### config.mk
export PLATFORM = sky130hd
export DESIGN_NAME = link_multiboot_master_handshake
export DESIGN_NICKNAME = d
export VERILOG_FILES = /design/src/sv/lmh_pkg.sv /design/src/sv/lmh_lane.sv /design/src/sv/link_multiboot_master_handshake.sv
export SDC_FILE = /design/constraint.sdc
export NUM_CORES = 1
export LEC_CHECK = 0
export BUFFER_PORTS_ARGS = -buffer_cell sky130_fd_sc_hd__buf_2
export CORE_UTILIZATION = 37
export DETAILED_ROUTE_END_ITERATION = 6
export PLACE_DENSITY = 0.64
export SYNTH_ARGS = -nofsm -noshare
export SYNTH_HDL_FRONTEND = slang
export SYNTH_SLANG_ARGS = --single-unit
### constraint.sdc
create_clock -name clk_i -period 7.7 [get_ports clk_i]
set_input_delay 0.385 -clock clk_i [delete_from_list [all_inputs] [get_ports clk_i]]
set_output_delay 0.385 -clock clk_i [all_outputs]
set_load 0.05 [all_outputs]
### src/sv/lmh_pkg.sv
// Package for the link multiboot master handshake: codes, command words,
// phase encoding and the structs passed between lanes and the controller.
// No dependencies.
`default_nettype none

package lmh_pkg;

  localparam int unsigned NumClients = 3;

  localparam logic [6:0] HEADER_WORDS = 7'd96;
  localparam logic [3:0] PROBE_TRIES  = 4'd15;
  localparam logic [3:0] PROBE_ROUNDS = 4'd15;

  // command words and reply patterns
  localparam logic [15:0] CMD_PROBE   = 16'h6200;
  localparam logic [15:0] CMD_CONFIRM = 16'h6100;
  localparam logic [15:0] CMD_PAL     = 16'h6300;
  localparam logic [15:0] CMD_HSHAKE  = 16'h6400;
  localparam logic [15:0] PROBE_MASK  = 16'hfff0;
  localparam logic [7:0]  RPL_PROBE   = 8'h72;
  localparam logic [7:0]  RPL_PAL     = 8'h73;
  localparam logic [7:0]  PAL_REQ     = 8'h81;
  localparam logic [7:0]  HS_SEED     = 8'h11;

  // configuration register indexes
  localparam logic [1:0] CFG_WANTED  = 2'd0;
  localparam logic [1:0] CFG_PALETTE = 2'd1;

  localparam logic [3:0] WANTED_RST  = 4'd14;
  localparam logic [7:0] PALETTE_RST = 8'd129;

  // result actions
  localparam logic [1:0] ACT_SEND  = 2'd0;
  localparam logic [1:0] ACT_WAIT  = 2'd1;
  localparam logic [1:0] ACT_DONE  = 2'd2;
  localparam logic [1:0] ACT_ERROR = 2'd3;

  // event modes
  localparam logic [1:0] MODE_START = 2'd0;
  localparam logic [1:0] MODE_XFER  = 2'd1;
  localparam logic [1:0] MODE_DELAY = 2'd2;

  // reply check kinds, index into lane_res_t.bad
  localparam int unsigned ChkProbe  = 0;
  localparam int unsigned ChkHeader = 1;
  localparam int unsigned ChkAck    = 2;
  localparam int unsigned ChkPal    = 3;

  typedef enum logic [3:0] {
    ERR_NONE      = 4'd0,
    ERR_PALETTE   = 4'd1,
    ERR_NOT_MSTR  = 4'd2,
    ERR_TIMEOUT   = 4'd3,
    ERR_STAGE_HDR = 4'd4,
    ERR_BAD_HDR   = 4'd5,
    ERR_ACK_HDR   = 4'd6,
    ERR_STAGE_PAL = 4'd7,
    ERR_ACK_PAL   = 4'd8
  } err_e;

  typedef enum logic [8:0] {
    PH_IDLE       = 9'b000000001,
    PH_PROBE      = 9'b000000010,
    PH_PROBE_WAIT = 9'b000000100,
    PH_CONFIRM    = 9'b000001000,
    PH_HEADER     = 9'b000010000,
    PH_ACK_HEADER = 9'b000100000,
    PH_STAGE_PAL  = 9'b001000000,
    PH_PAL_LOOP   = 9'b010000000,
    PH_FINAL      = 9'b100000000
  } phase_e;

  // per-client findings for one response halfword
  typedef struct packed {
    logic [3:0] probe_bits;  // client bits seen in a probe reply
    logic [3:0] bad;         // failed check, one bit per check kind
    logic       pal_hit;     // palette reply from a connected client
    logic [7:0] pal_byte;
  } lane_res_t;

  typedef struct packed {
    logic [1:0]  action;
    logic [15:0] send_word;
    err_e        error_code;
    logic [3:0]  client_flags;
    logic [6:0]  next_header_index;
    logic [7:0]  handshake_byte;
    logic [7:0]  client1_byte;
    logic [7:0]  client2_byte;
    logic [7:0]  client3_byte;
  } result_t;

endpackage

`default_nettype wire

### src/sv/lmh_lane.sv
// One client lane: checks a response halfword against every reply pattern.
// Depends on lmh_pkg.
`default_nettype none

module lmh_lane import lmh_pkg::*; (
  input  wire logic [15:0] resp_i,
  input  wire logic [3:0]  client_bit_i,   // one-hot bit of this client
  input  wire logic        connected_i,
  input  wire logic [7:0]  hdr_count_i,    // expected header countdown
  output lane_res_t        res_o
);

  logic ok_probe, ok_hdr, ok_ack, ok_pal;

  always_comb begin
    ok_probe = (resp_i == {RPL_PROBE, 4'h0, client_bit_i});
    ok_hdr   = (resp_i == {hdr_count_i, 4'h0, client_bit_i});
    ok_ack   = (resp_i == {12'h000, client_bit_i});
    ok_pal   = (resp_i[15:8] == RPL_PAL);

    res_o.probe_bits = ((resp_i & PROBE_MASK) == {RPL_PROBE, 8'h00})
                       ? {resp_i[3:1], 1'b0} : 4'h0;
    res_o.bad[ChkProbe]  = connected_i && !ok_probe;
    res_o.bad[ChkHeader] = connected_i && !ok_hdr;
    res_o.bad[ChkAck]    = connected_i && !ok_ack;
    res_o.bad[ChkPal]    = connected_i && !ok_pal;
    res_o.pal_hit  = connected_i && ok_pal;
    res_o.pal_byte = resp_i[7:0];
  end

endmodule

`default_nettype wire

### src/sv/link_multiboot_master_handshake.sv
// Link multiboot master handshake: phase controller, three client lanes, result skid.
// Results are registered in the out register, or in the spare skid slot while the output stalls.
// One event accepted per cycle while the skid slot is empty; a full skid slot holds off events.
// Reset: phase idle, masks and counters cleared, reply bytes 0xff, registers at defaults.
// Depends on lmh_pkg and lmh_lane.
`default_nettype none

module link_multiboot_master_handshake import lmh_pkg::*; (
  input  wire logic        clk_i,
  input  wire logic        rst_ni,
  // configuration writes
  input  wire logic        cfg_valid_i,
  output logic             cfg_ready_o,
  input  wire logic [1:0]  cfg_index_i,
  input  wire logic [7:0]  cfg_data_i,
  // event requests
  input  wire logic        in_valid_i,
  output logic             in_ready_o,
  input  wire logic [1:0]  mode_i,
  input  wire logic        so_line_high_i,
  input  wire logic [15:0] client1_response_i,
  input  wire logic [15:0] client2_response_i,
  input  wire logic [15:0] client3_response_i,
  input  wire logic [15:0] header_word_i,
  // result requests
  output logic             out_valid_o,
  input  wire logic        out_ready_i,
  output logic [1:0]       action_o,
  output logic [15:0]      send_word_o,
  output logic [3:0]       error_code_o,
  output logic [3:0]       client_flags_o,
  output logic [6:0]       next_header_index_o,
  output logic [7:0]       handshake_byte_o,
  output logic [7:0]       client1_byte_o,
  output logic [7:0]       client2_byte_o,
  output logic [7:0]       client3_byte_o
);

  // configuration
  logic [3:0] wanted_q;
  logic [7:0] palette_q;

  // handshake state
  phase_e     phase_q, phase_d;
  logic [3:0] conn_q, conn_d;
  logic [3:0] try_q, try_d;
  logic [3:0] round_q, round_d;
  logic [6:0] hpos_q, hpos_d;
  logic [3:0] pend_q, pend_d;
  logic [7:0] reply_q [NumClients];
  logic [7:0] reply_d [NumClients];

  // result skid: out register plus one spare slot
  result_t out_q, skid_q, res;
  logic    out_valid_q, skid_valid_q, res_valid;
  logic    in_acc;

  // lanes
  logic [15:0] resp [NumClients];
  lane_res_t   lane [NumClients];
  logic [7:0]  hdr_count;

  assign resp[0] = client1_response_i;
  assign resp[1] = client2_response_i;
  assign resp[2] = client3_response_i;

  // countdown the clients echo for the header word just sent
  assign hdr_count = 8'({1'b0, HEADER_WORDS}) + 8'd1 - {1'b0, hpos_q};

  for (genvar g = 0; g < NumClients; g++) begin : g_lane
    lmh_lane u_lane (
      .resp_i       (resp[g]),
      .client_bit_i (4'(1 << (g + 1))),
      .connected_i  (conn_q[g + 1]),
      .hdr_count_i  (hdr_count),
      .res_o        (lane[g])
    );
  end

  // merge stage: lane findings into client masks
  logic [3:0] probe_bits;
  logic [3:0] bad_probe, bad_hdr, bad_ack, bad_pal;
  logic [3:0] conn_probe, try_inc, round_inc;
  logic [7:0] hs_byte;

  always_comb begin
    probe_bits = lane[0].probe_bits | lane[1].probe_bits | lane[2].probe_bits;
    bad_probe  = {lane[2].bad[ChkProbe],  lane[1].bad[ChkProbe],  lane[0].bad[ChkProbe],  1'b0};
    bad_hdr    = {lane[2].bad[ChkHeader], lane[1].bad[ChkHeader], lane[0].bad[ChkHeader], 1'b0};
    bad_ack    = {lane[2].bad[ChkAck],    lane[1].bad[ChkAck],    lane[0].bad[ChkAck],    1'b0};
    bad_pal    = {lane[2].bad[ChkPal],    lane[1].bad[ChkPal],    lane[0].bad[ChkPal],    1'b0};
    conn_probe = conn_q | probe_bits;
    try_inc    = try_q + 4'd1;
    round_inc  = round_q + 4'd1;
  end

  assign in_ready_o  = !skid_valid_q;
  assign cfg_ready_o = 1'b1;
  assign in_acc      = in_valid_i && in_ready_o;

  // event decode and next state
  always_comb begin
    phase_d   = phase_q;
    conn_d    = conn_q;
    try_d     = try_q;
    round_d   = round_q;
    hpos_d    = hpos_q;
    pend_d    = pend_q;
    reply_d   = reply_q;
    res       = '0;
    res.error_code = ERR_NONE;
    res_valid = 1'b0;
    hs_byte   = 8'h00;

    case (mode_i)
      MODE_START: begin
        res_valid = 1'b1;
        conn_d  = 4'h0;
        try_d   = 4'h0;
        round_d = 4'h0;
        hpos_d  = 7'd0;
        pend_d  = 4'h0;
        for (int i = 0; i < NumClients; i++) reply_d[i] = 8'hff;
        if ((palette_q & PAL_REQ) != PAL_REQ) begin
          phase_d = PH_IDLE;
          res.action = ACT_ERROR;
          res.error_code = ERR_PALETTE;
        end else if (so_line_high_i) begin
          phase_d = PH_IDLE;
          res.action = ACT_ERROR;
          res.error_code = ERR_NOT_MSTR;
        end else begin
          phase_d = PH_PROBE;
          res.action = ACT_SEND;
          res.send_word = CMD_PROBE;
        end
      end

      MODE_DELAY: begin
        if (phase_q == PH_PROBE_WAIT) begin
          res_valid = 1'b1;
          try_d   = 4'h0;
          phase_d = PH_PROBE;
          res.action = ACT_SEND;
          res.send_word = CMD_PROBE;
        end
      end

      MODE_XFER: begin
        case (phase_q)
          PH_PROBE: begin
            res_valid = 1'b1;
            conn_d = conn_probe;
            if (try_inc < PROBE_TRIES) begin
              try_d = try_inc;
              res.action = ACT_SEND;
              res.send_word = CMD_PROBE;
            end else begin
              try_d = 4'h0;
              if (conn_probe == 4'h0 && round_inc < PROBE_ROUNDS) begin
                // nobody answered this round: ask for a pause and retry
                round_d = round_inc;
                phase_d = PH_PROBE_WAIT;
                res.action = ACT_WAIT;
              end else begin
                if (conn_probe == 4'h0) round_d = round_inc;
                if ((conn_probe & wanted_q) == 4'h0) begin
                  phase_d = PH_IDLE;
                  res.action = ACT_ERROR;
                  res.error_code = ERR_TIMEOUT;
                  res.client_flags = conn_probe;
                end else begin
                  conn_d = conn_probe & wanted_q;
                  phase_d = PH_CONFIRM;
                  res.action = ACT_SEND;
                  res.send_word = CMD_CONFIRM | {12'h000, conn_probe & wanted_q};
                end
              end
            end
          end

          PH_CONFIRM: begin
            res_valid = 1'b1;
            if (bad_probe != 4'h0) begin
              phase_d = PH_IDLE;
              res.action = ACT_ERROR;
              res.error_code = ERR_STAGE_HDR;
              res.client_flags = bad_probe;
            end else begin
              hpos_d  = 7'd1;
              phase_d = PH_HEADER;
              res.action = ACT_SEND;
              res.send_word = header_word_i;
            end
          end

          PH_HEADER: begin
            res_valid = 1'b1;
            if (bad_hdr != 4'h0) begin
              phase_d = PH_IDLE;
              res.action = ACT_ERROR;
              res.error_code = ERR_BAD_HDR;
              res.client_flags = bad_hdr;
            end else if (hpos_q < HEADER_WORDS) begin
              hpos_d = hpos_q + 7'd1;
              res.action = ACT_SEND;
              res.send_word = header_word_i;
            end else begin
              phase_d = PH_ACK_HEADER;
              res.action = ACT_SEND;
              res.send_word = CMD_PROBE;
            end
          end

          PH_ACK_HEADER: begin
            res_valid = 1'b1;
            if (bad_ack != 4'h0) begin
              phase_d = PH_IDLE;
              res.action = ACT_ERROR;
              res.error_code = ERR_ACK_HDR;
              res.client_flags = bad_ack;
            end else begin
              phase_d = PH_STAGE_PAL;
              res.action = ACT_SEND;
              res.send_word = CMD_PROBE | {12'h000, conn_q};
            end
          end

          PH_STAGE_PAL: begin
            res_valid = 1'b1;
            if (bad_probe != 4'h0) begin
              phase_d = PH_IDLE;
              res.action = ACT_ERROR;
              res.error_code = ERR_STAGE_PAL;
              res.client_flags = bad_probe;
            end else begin
              pend_d = conn_q;
              for (int i = 0; i < NumClients; i++) reply_d[i] = 8'hff;
              phase_d = PH_PAL_LOOP;
              res.action = ACT_SEND;
              res.send_word = CMD_PAL | {8'h00, palette_q};
            end
          end

          PH_PAL_LOOP: begin
            res_valid = 1'b1;
            for (int i = 0; i < NumClients; i++) begin
              if (lane[i].pal_hit) begin
                reply_d[i] = lane[i].pal_byte;
                pend_d[i + 1] = 1'b0;
              end
            end
            hs_byte = HS_SEED + reply_d[0] + reply_d[1] + reply_d[2];
            res.action = ACT_SEND;
            if (pend_d != 4'h0) begin
              res.send_word = CMD_PAL | {8'h00, palette_q};
            end else begin
              phase_d = PH_FINAL;
              res.send_word = CMD_HSHAKE | {8'h00, hs_byte};
              res.handshake_byte = hs_byte;
            end
          end

          PH_FINAL: begin
            res_valid = 1'b1;
            phase_d = PH_IDLE;
            hs_byte = HS_SEED + reply_q[0] + reply_q[1] + reply_q[2];
            if (bad_pal != 4'h0) begin
              res.action = ACT_ERROR;
              res.error_code = ERR_ACK_PAL;
              res.client_flags = bad_pal;
            end else begin
              res.action = ACT_DONE;
              res.client_flags = conn_q;
              res.handshake_byte = hs_byte;
            end
          end

          default: begin
            // idle or waiting: a finished transfer means nothing here
          end
        endcase
      end

      default: begin
        // unused mode: dropped without a result
      end
    endcase

    res.next_header_index = hpos_d;
    res.client1_byte = reply_d[0];
    res.client2_byte = reply_d[1];
    res.client3_byte = reply_d[2];
  end

  // control and configuration state
  always_ff @(posedge clk_i or negedge rst_ni) begin
    if (!rst_ni) begin
      wanted_q  <= WANTED_RST;
      palette_q <= PALETTE_RST;
      phase_q   <= PH_IDLE;
      conn_q    <= 4'h0;
      try_q     <= 4'h0;
      round_q   <= 4'h0;
      hpos_q    <= 7'd0;
      pend_q    <= 4'h0;
      for (int i = 0; i < NumClients; i++) reply_q[i] <= 8'hff;
    end else begin
      if (cfg_valid_i && cfg_ready_o) begin
        case (cfg_index_i)
          CFG_WANTED:  wanted_q  <= cfg_data_i[3:0];
          CFG_PALETTE: palette_q <= cfg_data_i;
          default: begin
          end
        endcase
      end
      if (in_acc) begin
        phase_q <= phase_d;
        conn_q  <= conn_d;
        try_q   <= try_d;
        round_q <= round_d;
        hpos_q  <= hpos_d;
        pend_q  <= pend_d;
        reply_q <= reply_d;
      end
    end
  end

  // result skid control
  always_ff @(posedge clk_i or negedge rst_ni) begin
    if (!rst_ni) begin
      out_valid_q  <= 1'b0;
      skid_valid_q <= 1'b0;
    end else begin
      if (!out_valid_q || out_ready_i) begin
        if (skid_valid_q) begin
          out_valid_q  <= 1'b1;
          skid_valid_q <= 1'b0;
        end else begin
          out_valid_q <= in_acc && res_valid;
        end
      end else if (in_acc && res_valid) begin
        skid_valid_q <= 1'b1;
      end
    end
  end

  // result payload, no reset needed
  always_ff @(posedge clk_i) begin
    if (!out_valid_q || out_ready_i) begin
      if (skid_valid_q) begin
        out_q <= skid_q;
      end else if (in_acc && res_valid) begin
        out_q <= res;
      end
    end else if (in_acc && res_valid) begin
      skid_q <= res;
    end
  end

  assign out_valid_o         = out_valid_q;
  assign action_o            = out_q.action;
  assign send_word_o         = out_q.send_word;
  assign error_code_o        = out_q.error_code;
  assign client_flags_o      = out_q.client_flags;
  assign next_header_index_o = out_q.next_header_index;
  assign handshake_byte_o    = out_q.handshake_byte;
  assign client1_byte_o      = out_q.client1_byte;
  assign client2_byte_o      = out_q.client2_byte;
  assign client3_byte_o      = out_q.client3_byte;

endmodule

`default_nettype wire
# Word-level counts from Yosys, hierarchy flattened
# Cells that the tools add are included.
# word_totals
ff_bits	200
inputBits	82
elab_cells	256
# classes
n_addsub	10
n_lt_le_gt_ge	3
n_eq_ne	39
muxes	109
bitwise	5
n_reduce_logical	58
# op_table
op	count
two-way mux 65 bit	2
two-way mux 8 bit	14
one-hot mux 16 bit (6 select lines)	1
one-hot mux 24 bit (2 select lines)	2
two-way mux 15 bit	6
two-way mux 4 bit	20
one-hot mux 9 bit (7 select lines)	1
two-way mux 7 bit	8
one-hot mux 18 bit (3 select lines)	1
== test 16 x 15 -> 1 bit (second input constant)	3
== test 16 bit	3
two-way mux 16 bit	3
one-hot mux 8 bit (6 select lines)	1
two-way mux 9 bit	5
== test 12 x 11 -> 1 bit (second input constant)	3
adder 8 bit	4
one-hot mux 4 bit (2 select lines)	4
one-hot mux 7 bit (2 select lines)	2
one-hot mux 9 bit (3 select lines)	1
== test 8 x 7 -> 1 bit (second input constant)	3
two-way mux 24 bit	1
two-way mux 23 bit	1
two-way mux 2 bit	11
nonzero test 4 bit	5
52 further kinds	119

# Logic depth before layout (Yosys ltp)
# Gate-level depths: netlist of the first run.
# depth
depth_word	14
mapped_depth	18
depth_no_buf	16

# By module
# From an unflattened synthesis of the first run, not the netlist that was laid out.
# unflattened
cells_unflattened	1165
hier_area_um2	12410.7
# by_module_without_submodules
mod	n_inst	cells_per_inst	area_each_um2	seq_area_each_um2
link_multiboot_master_handshake	1	1039	11415.9	5693.0
lmh_lane	3	42	331.6	0.0

# Worst setup path before layout of the first run
# Ideal clock, no wire load.
# synth_timing
path_type	register -> register
from	register phase_q[4]
to	register out_q, in the netlist action_o[0], enable pin
arrival_ps	5098
required_ps	7190
slack_ps	2093
stages_incl_launch_ff	10
path_buffers	2
period_less_slack_ps	5607
path_cell_list	dfrtp_1 > clkbuf_1 > nor3_1 > and3_1 > and3b_1 > clkbuf_1 > o21ai_0 > a41oi_1 > nor2_1 > a21oi_1
# synth_via
elab_chain_cells	7
word_cells_on_any_way	15
cone_classes	eq/ne (8); mux (3); reduce/logical (4)
# synth_rtl
item	line	rtl
from (decl)	link_multiboot_master_handshake.sv:44	phase_e phase_q, phase_d;
from (signal assigned)	link_multiboot_master_handshake.sv:318	phase_q <= phase_d;
== test 9 x 8 -> 1 bit, or another cell as far along	link_multiboot_master_handshake.sv:150	case (phase_q)
OR reduction 7 bit (no line)	-	
two-way mux 1 bit	link_multiboot_master_handshake.sv:150	
one-hot mux 1 bit (3 select lines) (*)	link_multiboot_master_handshake.sv:115	case (mode_i)
logical AND 1 bit (*)	link_multiboot_master_handshake.sv:353	end else if (in_acc && res_valid) begin
nonzero test 2 bit (no line) (*)	-	
AND reduction 2 bit (no line) (*)	-	
to (signal assigned)	link_multiboot_master_handshake.sv:352	out_q <= skid_q;
to (signal assigned)	link_multiboot_master_handshake.sv:354	out_q <= res;
to (decl)	link_multiboot_master_handshake.sv:54	result_t out_q, skid_q, res;
# Mark *: on every way between the ends. The rest lies on a longest branch, timed or not.
# A chain may end at the register's enable or synchronous reset.

# Final worst setup path of the first run
# layout_timing
from	input client1_response_i[11]
to	register out_q, in the netlist send_word_o[7] (data pin)
# layout_via
elab_chain_cells	13
word_cells_on_any_way	37
cone_classes	add/sub (3); eq/ne (4); mux (17); bitwise (3); reduce/logical (10)
# layout_rtl
item	line	rtl
from (decl)	link_multiboot_master_handshake.sv:21	input wire logic [15:0] client1_response_i,
== test 8 x 7 -> 1 bit / == test 12 x 11 -> 1 bit (equally long branches)	lmh_lane.sv:19, lmh_lane.sv:21	
logical AND 1 bit / two-way mux 4 bit (equally long branches)	lmh_lane.sv:27, lmh_lane.sv:22	
two-way mux 8 bit / OR 4 bit (equally long branches)	link_multiboot_master_handshake.sv:248, link_multiboot_master_handshake.sv:87	
two-way mux 8 bit / OR 4 bit (equally long branches)	link_multiboot_master_handshake.sv:150, link_multiboot_master_handshake.sv:87	
two-way mux 8 bit / OR 4 bit (equally long branches)	link_multiboot_master_handshake.sv:115, link_multiboot_master_handshake.sv:92	
adder 5 x 8 -> 8 bit / zero test 4 bit (equally long branches)	link_multiboot_master_handshake.sv:253, link_multiboot_master_handshake.sv:160	
adder 8 bit / logical AND 1 bit (equally long branches)	link_multiboot_master_handshake.sv:253, link_multiboot_master_handshake.sv:160	
adder 8 bit / two-way mux 23 bit (equally long branches)	link_multiboot_master_handshake.sv:253, link_multiboot_master_handshake.sv:160	
two-way mux 11 bit / two-way mux 18 bit (equally long branches)	link_multiboot_master_handshake.sv:255, link_multiboot_master_handshake.sv:154	
one-hot mux 16 bit (6 select lines) (*)	link_multiboot_master_handshake.sv:150	
one-hot mux 18 bit (3 select lines) (*)	link_multiboot_master_handshake.sv:115	
two-way mux 65 bit (*)	link_multiboot_master_handshake.sv:353	
two-way mux 65 bit (*)	link_multiboot_master_handshake.sv:351	if (skid_valid_q) begin
# Mark *: on every way between the ends. The rest lies on a longest branch, timed or not. The select of a mux whose other input is x is not followed.

==> results of run 1 <==
synthesized netlist by cell type (all sizes together) (5+ instances only):
master  instances  area share
edfxtp        130        0.32
nand2         115       0.036
o21ai          79       0.033
mux2           66       0.062
nor2           66       0.021
a21oi          54       0.022
clkbuf         54       0.017
inv            51       0.016
dfrtp          40       0.083
ha             39       0.041
dfstp          30       0.065
xnor2          28       0.020
nand3          25       0.010
mux2i          22       0.018
o21a           22       0.014
nand4          19      0.0099
nor3           18      0.0079
o22a           18       0.013
nor4           15      0.0096
fa             14       0.023
xor2           14       0.010
a31oi          12      0.0068
buf            12      0.0060
a41oi          10      0.0079
and3           10      0.0052
o31ai          10      0.0062
o211ai          9      0.0056
a22o            8      0.0058
and2            8      0.0042
nand2b          8      0.0042
nor2b           7      0.0036
or4             7      0.0044
a21o            6      0.0037
a221oi          6      0.0044
a22oi           6      0.0037
o21bai          6      0.0037
a211oi          5      0.0035
o22ai           5      0.0026
or2             5      0.0026
worst max-delay path, stage by stage:
cell	delay, ns
buf_2	0.13
nor3_1	0.55
nand4_1	0.69
mux2i_1	0.49
fa_1	0.44
inv_1	0.06
ha_1	0.22
ha_1	0.21
fa_1	0.47
a21o_1	0.20
a21oi_1	0.25
o21bai_1	0.09
a21oi_1	0.15
xnor3_1	0.42
nor2_1	0.20
a221oi_1	0.09
o21ai_0	0.22
final cells by class:
class                           instances  share of cell area
Sequential cell                       200               0.411
Timing Repair Buffer                  164              0.0622
Inverter                               51              0.0138
Tap cell                              435              0.0393
Multi-Input combinational cell        813               0.426
Clock buffer                           17              0.0307
Clock inverter                         15              0.0162
power by group:
group	leakage [nW]	internal (mW)	switching (mW)
Combinational	2.84	0.112	0.251
Clock	0.312	0.460	0.515
Sequential	1.97	1.20	0.0279
worst paths after layout:
check	from	to	slack (ns)	depth (start not counted)
worst max-delay path	client1_response_i[11]	send_word_o[7]$_DFFE_PP_	2.73	17
worst min-delay path	rst_ni	try_q[0]$_DFFE_PN0P_	0.09	2
worst max register to register	conn_q[2]$_DFFE_PN0P_	send_word_o[7]$_DFFE_PP_	2.81	15
worst min register to register	pend_q[3]$_DFFE_PN0P_	pend_q[3]$_DFFE_PN0P_	0.51	1
max in group asynchronous	rst_ni	out_valid_o$_DFFE_PN0N_	6.87	2
min in group clk_i	cfg_data_i[5]	palette_q[5]$_DFFE_PN0P_	0.16	2
state kept, by name, indices dropped and copies added, names as in the netlist, 7 cells and up:
signal               count
send_word_o             16
reply_q                 24
hpos_q                   7
client3_byte_o           8
client2_byte_o           8
palette_q                8
next_header_index_o      7
client1_byte_o           8
handshake_byte_o         8
skid_q                  65
phase_q                  9
cell families after synthesis:
group,after synthesis,synth area share
buffers and inverters,117,0.0388
other,1,0.000312
adders and majority gates,53,0.0638
muxes,88,0.0800
and+or+nand+nor,327,0.137
xor gates and xnor gates,45,0.0362
AOI/OAI and AO/OA,299,0.171
DFF,200,0.473
cell usage in the layout, fill, tap and decap left out, types with 9 or more instances in the layout:
| master | count |
|---|---|
| dfstp_2 | 30 |
| clkbuf_16 | 17 |
| buf_4 | 16 |
| dfrtp_1 | 40 |
| o211ai_1 | 9 |
| nand3_1 | 25 |
| a41oi_1 | 9 |
| ha_1 | 39 |
| edfxtp_1 | 130 |
| nand4_1 | 19 |
| nor4_1 | 13 |
| o31ai_1 | 10 |
| a31oi_1 | 11 |
| a21oi_1 | 53 |
| xor2_1 | 14 |
| o21a_1 | 22 |
| fa_1 | 14 |
| inv_1 | 50 |
| nand2_1 | 114 |
| o22a_1 | 18 |
| nor3_1 | 17 |
| xnor2_1 | 28 |
| o21ai_0 | 76 |
| mux2_2 | 66 |
| mux2i_1 | 22 |
| buf_2 | 148 |
| nor2_1 | 66 |
metal layers:
layer  up-vias  track usage
met1      4667        0.309
met2       348        0.359
li1       4470            -
met3        78       0.0457
met4         6        0.108
met5         -            0
metrics by stage:
stage / total power, mW / hold WS, ns
2_1_floorplan: 1.48 / 0.0894
3_3_place_gp: 1.60 / 0.488
3_5_place_dp: 1.61 / 0.491
4_1_cts: 2.57 / 0.148
5_1_grt: 2.65 / 0.149
6_report: 2.56 / 0.0910
==> impl_metrics.env, run 1 <==
export IMPL_top_layer="met5"
export IMPL_totalWireLength_mm=37.9
export IMPL_final_critical_path_time_including_i_o_delays_and_setup_ns=4.97
export IMPL_post_synth_instance_area_mm2=0.0120
export IMPL_vdd_ir_drop_max_v=0.000160
export IMPL_finalSetupTns_ns=0
export IMPL_clock_tree_root_cell="clkbuf_16"
export IMPL_critical_path_arrival_ns=5.27
export IMPL_layout_worst_path_cycle_share=0.645
export IMPL_placement_setup_worst_slack_ns=2.29
export IMPL_max_clock_path_buffers=2
export IMPL_synth_edff_count=130
export IMPL_report_final_setup_viol=0
export IMPL_cap_viol_max_count=0
export IMPL_worst_slew_margin_rel=0.277
export IMPL_worst_skew_pair_late_latency_ns=0.46
export IMPL_yosysWarnings=0
export IMPL_leak_nw=5.12
export IMPL_min_delay_path_class="in -> async"
export IMPL_drt_first_pass_iters=5
export IMPL_start_util=0.379
export IMPL_h_tree_depth=4
export IMPL_synth_seq_cells=200
export IMPL_clock_sinks=200
export IMPL_die_width_um=182
export IMPL_antenna_diode_count=0
export IMPL_layout_cells_non_filler=1695
export IMPL_dp_cells=1663
export IMPL_wl_met3_mm=2.35
export IMPL_routed_via_count=9569
export IMPL_drive_gt1_frac=0.252
export IMPL_antenna_found_initial=3
export IMPL_postSynthAreaPerCell_um2=10.7
export IMPL_ys_flop_type="edfxtp_1"
export IMPL_postCtsResizedCells=0
export IMPL_final_nets=1382
export IMPL_final_hold_violation_count=0
export IMPL_detail_route_iter0_violations=937
export IMPL_power_density_mw_per_mm2=185
export IMPL_postCtsHoldBufs=0
export IMPL_timing_critical_path_to_type="flip-flop"
export IMPL_tritoncts_num_buffers=17
export IMPL_postCtsSetupRepairBufs=0
export IMPL_total_of_buffers_placed_on_input_and_output_ports=148
export IMPL_via_count_of_the_first_global_routing_pass=9123
export IMPL_synthToLayoutAreaGrowth_pct=15.0
export IMPL_crit_path_max_fanout=11
export IMPL_synth_sequential_area_ratio=0.473
export IMPL_met2RoutedLength_mm=17.4
export IMPL_worst_pin_slew_ns=1.08
export IMPL_drc=0
export IMPL_final_setup_skew_ns=0.0134
export IMPL_synth_fp_nets=1265
export IMPL_layout_core_utilization=0.435
export IMPL_globalplace_congestion=0.971
export IMPL_finish_instance_area_mm2=0.0138
export IMPL_hpwl_mm=28.9
export IMPL_tritoncts="yes"
export IMPL_global_route_wire_length_before_repair_mm=56.7
export IMPL_wl_per_cell_um=22.4
export IMPL_final_slew_viol_count=0
export IMPL_post_dp_cell_area_mm2=0.0132
export IMPL_register_area_mm2=0.00569
export IMPL_routed_via_density=5.65
export IMPL_grtUsageTotal=0.231
export IMPL_startpoint_to_endpoint_class_of_the_critical_path="in -> reg"
export IMPL_synth_cell_type_count=91
export IMPL_drt_met1_wl_mm=16.5
export IMPL_design_die_area_mm2=0.0333
export IMPL_fmaxAchievable_ghz=0.201
export IMPL_die_height_um=182
export IMPL_final_antenna_net_count=0
export IMPL_asyncSetResetFlopFracSynth=0.350
export IMPL_worst_slack_ns=2.73
export IMPL_io_pins=150
export IMPL_layout_filler_cells=3043
export IMPL_clock_slew_at_reported_path_ffs_ns=0.09
export IMPL_outcome="finished, final reports clean"
export IMPL_grt_remaining_overflow=0
export IMPL_multi_input_comb_area_mm2=0.00590
export IMPL_placeableCoreArea_mm2=0.0318
export IMPL_setup_worst_path_start_class="primary input"
export IMPL_rsz0062_at_grt="false"
export IMPL_critical_path_required_ns=8.00
export IMPL_rows=65
export IMPL_synthCells=1130
export IMPL_largest_net_degree_at_the_start_of_global_routing=71
Power figures use the tool's default switching activity.
==> run 2, diff against run 1 <==
Settings changed: ABC_AREA set to 1.
Clock period 7.7 ns to 4.9 ns, I/O delays scaled along.
==> run 2 against run 1 <==
Against the previous run: worst setup slack got worse by 1.8 ns; hold slack got worse by 0.065 ns; highest routed layer unchanged; final cell count is 29% higher; global-route usage up 0.37 points; die area increased by 6.8%.
==> impl_metrics.env, run 2 <==
export IMPL_max_clock_path_buffers=2
export IMPL_critPathTopFamily="adder cells"
export IMPL_clockPowerShare=0.374
export IMPL_setup_worst_path_start_class="flip-flop"
export IMPL_global_route_wire_length_before_repair_mm=63.4
export IMPL_drc=0
export IMPL_synth_edff_count=130
export IMPL_grt_remaining_overflow=0
export IMPL_startpoint_to_endpoint_class_of_the_critical_path="reg -> reg"
export IMPL_worst_slew_margin_rel=0.208
export IMPL_synthCells=1593
export IMPL_tritoncts="yes"
export IMPL_synth_cells_most_frequent="nand2_1, inv_1, nand3_1"
export IMPL_largest_register="skid_q"
export IMPL_clock_tree_root_cell="clkbuf_16"
export IMPL_rows=67
export IMPL_final_hold_violation_count=0
export IMPL_asyncSetResetFlopFracSynth=0.350
export IMPL_via_count_of_the_first_global_routing_pass=10839
export IMPL_report_final_setup_viol=0
export IMPL_final_nets=1865
export IMPL_post_synth_top_area_cell="edfxtp_1"
export IMPL_postSynthAreaPerCell_um2=8.08
export IMPL_p_int_mw=2.70
export IMPL_synthDominantCellAreaShare=0.303
export IMPL_synth_fp_nets=1728
export IMPL_die_height_um=188
export IMPL_finalSetupTns_ns=0
export IMPL_largest_register_ffs=65
export IMPL_crit_path_max_fanout=11
export IMPL_synth_cell_type_count=52
export IMPL_min_delay_path_class="in -> reg"
export IMPL_fmaxAchievable_ghz=0.255
export IMPL_globalplace_congestion=0.978
export IMPL_final_setup_skew_ns=0.0242
export IMPL_layout_worst_path_cycle_share=0.800
export IMPL_synth_seq_cells=200
export IMPL_vdd_ir_drop_max_v=0.000214
export IMPL_grtUsageTotal=0.234
export IMPL_netlist_top_cells_area="edfxtp_1, nand2_1, dfrtp_1, inv_1, dfstp_2"
export IMPL_final_slew_viol_count=0
export IMPL_timing_critical_path_cells="nand3_1 > buf_4 > mux2i_1 > fa_1 > inv_1 > ha_1 > ha_1 > fa_1 > nand4_1 > nand3_1 > nand3b_1 > nand2_1 > inv_1 > nand2_1 > nand3_1 > nand3_1 > nand4_1 > nand4_1 > nand2_1"
export IMPL_ys_flop_type="edfxtp_1"
export IMPL_wl_per_cell_um=18.7
export IMPL_yosysWarnings=0
export IMPL_io_pins=150
export IMPL_drt_first_pass_iters=6
export IMPL_antenna_found_initial=2
export IMPL_holdPathStages=2
export IMPL_h_tree_depth=4
export IMPL_leak_nw=6.43
export IMPL_layout_filler_cells=3403
export IMPL_timing_critical_path_mode_cell="nand3_1"
export IMPL_critical_path_n_buffers_inverters=3
export IMPL_p_comb_frac=0.132
export IMPL_start_util=0.380
export IMPL_outcome="finished, final reports clean"
export IMPL_tritoncts_num_buffers=17
export IMPL_worst_pin_slew_ns=1.18
export IMPL_routed_via_count=11461
export IMPL_cap_viol_max_count=0
export IMPL_worst_skew_pair_late_latency_ns=0.46
export IMPL_final_antenna_net_count=0
export IMPL_count_of_cells_along_the_worst_register_to_register_path=19
export IMPL_die_width_um=188
export IMPL_drive_gt1_frac=0.187
export IMPL_critical_path_arrival_ns=4.12
export IMPL_swShare=0.303
export IMPL_cpPeakStageDelay_ns=0.50
export IMPL_timing_critical_path_to_type="flip-flop"
export IMPL_hold_ws_ns=0.0258
export IMPL_dp_cells=2158
export IMPL_commonest_non_fill_non_tap_cell_in_the_layout="nand2_1"
export IMPL_rsz0062_at_grt="false"
export IMPL_final_critical_path_time_including_i_o_delays_and_setup_ns=3.92
export IMPL_largest_net_degree_at_the_start_of_global_routing=84
export IMPL_most_common_layout_cells="nand2_1, inv_1, buf_2"
export IMPL_detail_route_iter0_violations=1023
export IMPL_totalWireLength_mm=40.9
export IMPL_post_synth_instance_area_mm2=0.0129
export IMPL_placeableCoreArea_mm2=0.0339
export IMPL_postCtsResizedCells=0
export IMPL_hpwl_mm=31.8
export IMPL_synth_sequential_area_ratio=0.442
export IMPL_netSwitchingPower_mw=1.18
export IMPL_routed_via_density=5.23
export IMPL_pwr_share_seq=0.494
export IMPL_power_density_mw_per_mm2=263
export IMPL_layout_cells_non_filler=2192
export IMPL_synthToLayoutAreaGrowth_pct=14.4
export IMPL_design_die_area_mm2=0.0355
export IMPL_total_of_buffers_placed_on_input_and_output_ports=148
export IMPL_synthMostInstantiatedCell="nand2_1"
export IMPL_clock_slew_at_reported_path_ffs_ns=0.09
export IMPL_timing_critical_path_depth=19
export IMPL_clock_sinks=200
export IMPL_cp_slowest_cell="dfrtp_1"
export IMPL_critical_path_required_ns=5.10
run 2: path summary, 6_finish.rpt:
| kind | from | endpoint | slack [ns] |
|---|---|---|---|
| min in group asynchronous | rst_ni | palette_q[4]$_DFFE_PN0P_ | 0.15 |
| max | conn_q[1]$_DFFE_PN0P_ | send_word_o[7]$_DFFE_PP_ | 0.98 |
| min reg2reg | phase_q[0]$_DFFE_PN1P_ | phase_q[0]$_DFFE_PN1P_ | 0.49 |
| max in group asynchronous | rst_ni | pend_q[1]$_DFFE_PN0P_ | 3.60 |
| max reg2reg | conn_q[1]$_DFFE_PN0P_ | send_word_o[7]$_DFFE_PP_ | 0.98 |
| min | cfg_data_i[4] | palette_q[4]$_DFFE_PN0P_ | 0.03 |
run 2: cell families (layout without fill, tap and decap cells):
logic type | count (synthesis) | count (layout) | share of synthesized area
buf+inv | 290 | 440 | 0.0903
compound gates | 240 | 240 | 0.111
fa+ha+maj | 53 | 53 | 0.0597
mux | 8 | 8 | 0.00661
simple gates | 781 | 781 | 0.276
xor+xnor | 20 | 20 | 0.0136
flops | 200 | 200 | 0.442
other cells | 1 | 2 | 0.000291
run 2: power by group through the flow:
| stage | Sequential [mW] | Combinational [mW] | Clock [mW] |
|---|---|---|---|
| 2_1_floorplan | 2.00 | 0.270 | 0 |
| 6_report | 1.92 | 0.511 | 1.45 |
| 4_1_cts | 1.92 | 0.511 | 1.48 |
| 5_1_grt | 1.92 | 0.560 | 1.53 |
| 3_5_place_dp | 1.95 | 0.509 | 0 |
| 3_3_place_gp | 1.95 | 0.504 | 0 |
run 2: final cells by class:
cell class	count	area, um2	share of cell area
antenna	1	2.50	0.000170
clock buffer	17	425	0.0289
clock inverter	15	171	0.0116
inverter	241	908	0.0617
multi-input combinational	1103	6040	0.411
sequential	200	5690	0.387
tap	448	561	0.0381
timing repair buffer	167	911	0.0619
run 2: metrics by stage:
step           instance area (um2)  setup WS [ns]   util  power (mW)
2_1_floorplan                12900          0.766      -        2.27
5_1_grt                      14700          0.686  0.434        4.01
4_1_cts                      14700           1.01  0.434        3.90
3_5_place_dp                 14100          0.640  0.417        2.46
6_report                     14700          0.980  0.435        3.88
3_3_place_gp                 14100          0.689  0.417        2.46
run 2: timing repair:
action,4_1_cts,5_1_grt
setup endpoints to repair,0,0
endpoints found under the hold margin,7,0
hold buffers,1,0
setup buffers,0,0
run 2: metal layers:
metal  global-route usage  vias to the layer above  routed length (um)
met4               0.0813                        2                1180
met2                0.365                      535               18100
met3               0.0305                       71                2830
met1                0.333                     5300               18700
li1                     -                     5553                   -
met5                    0                        -                  11
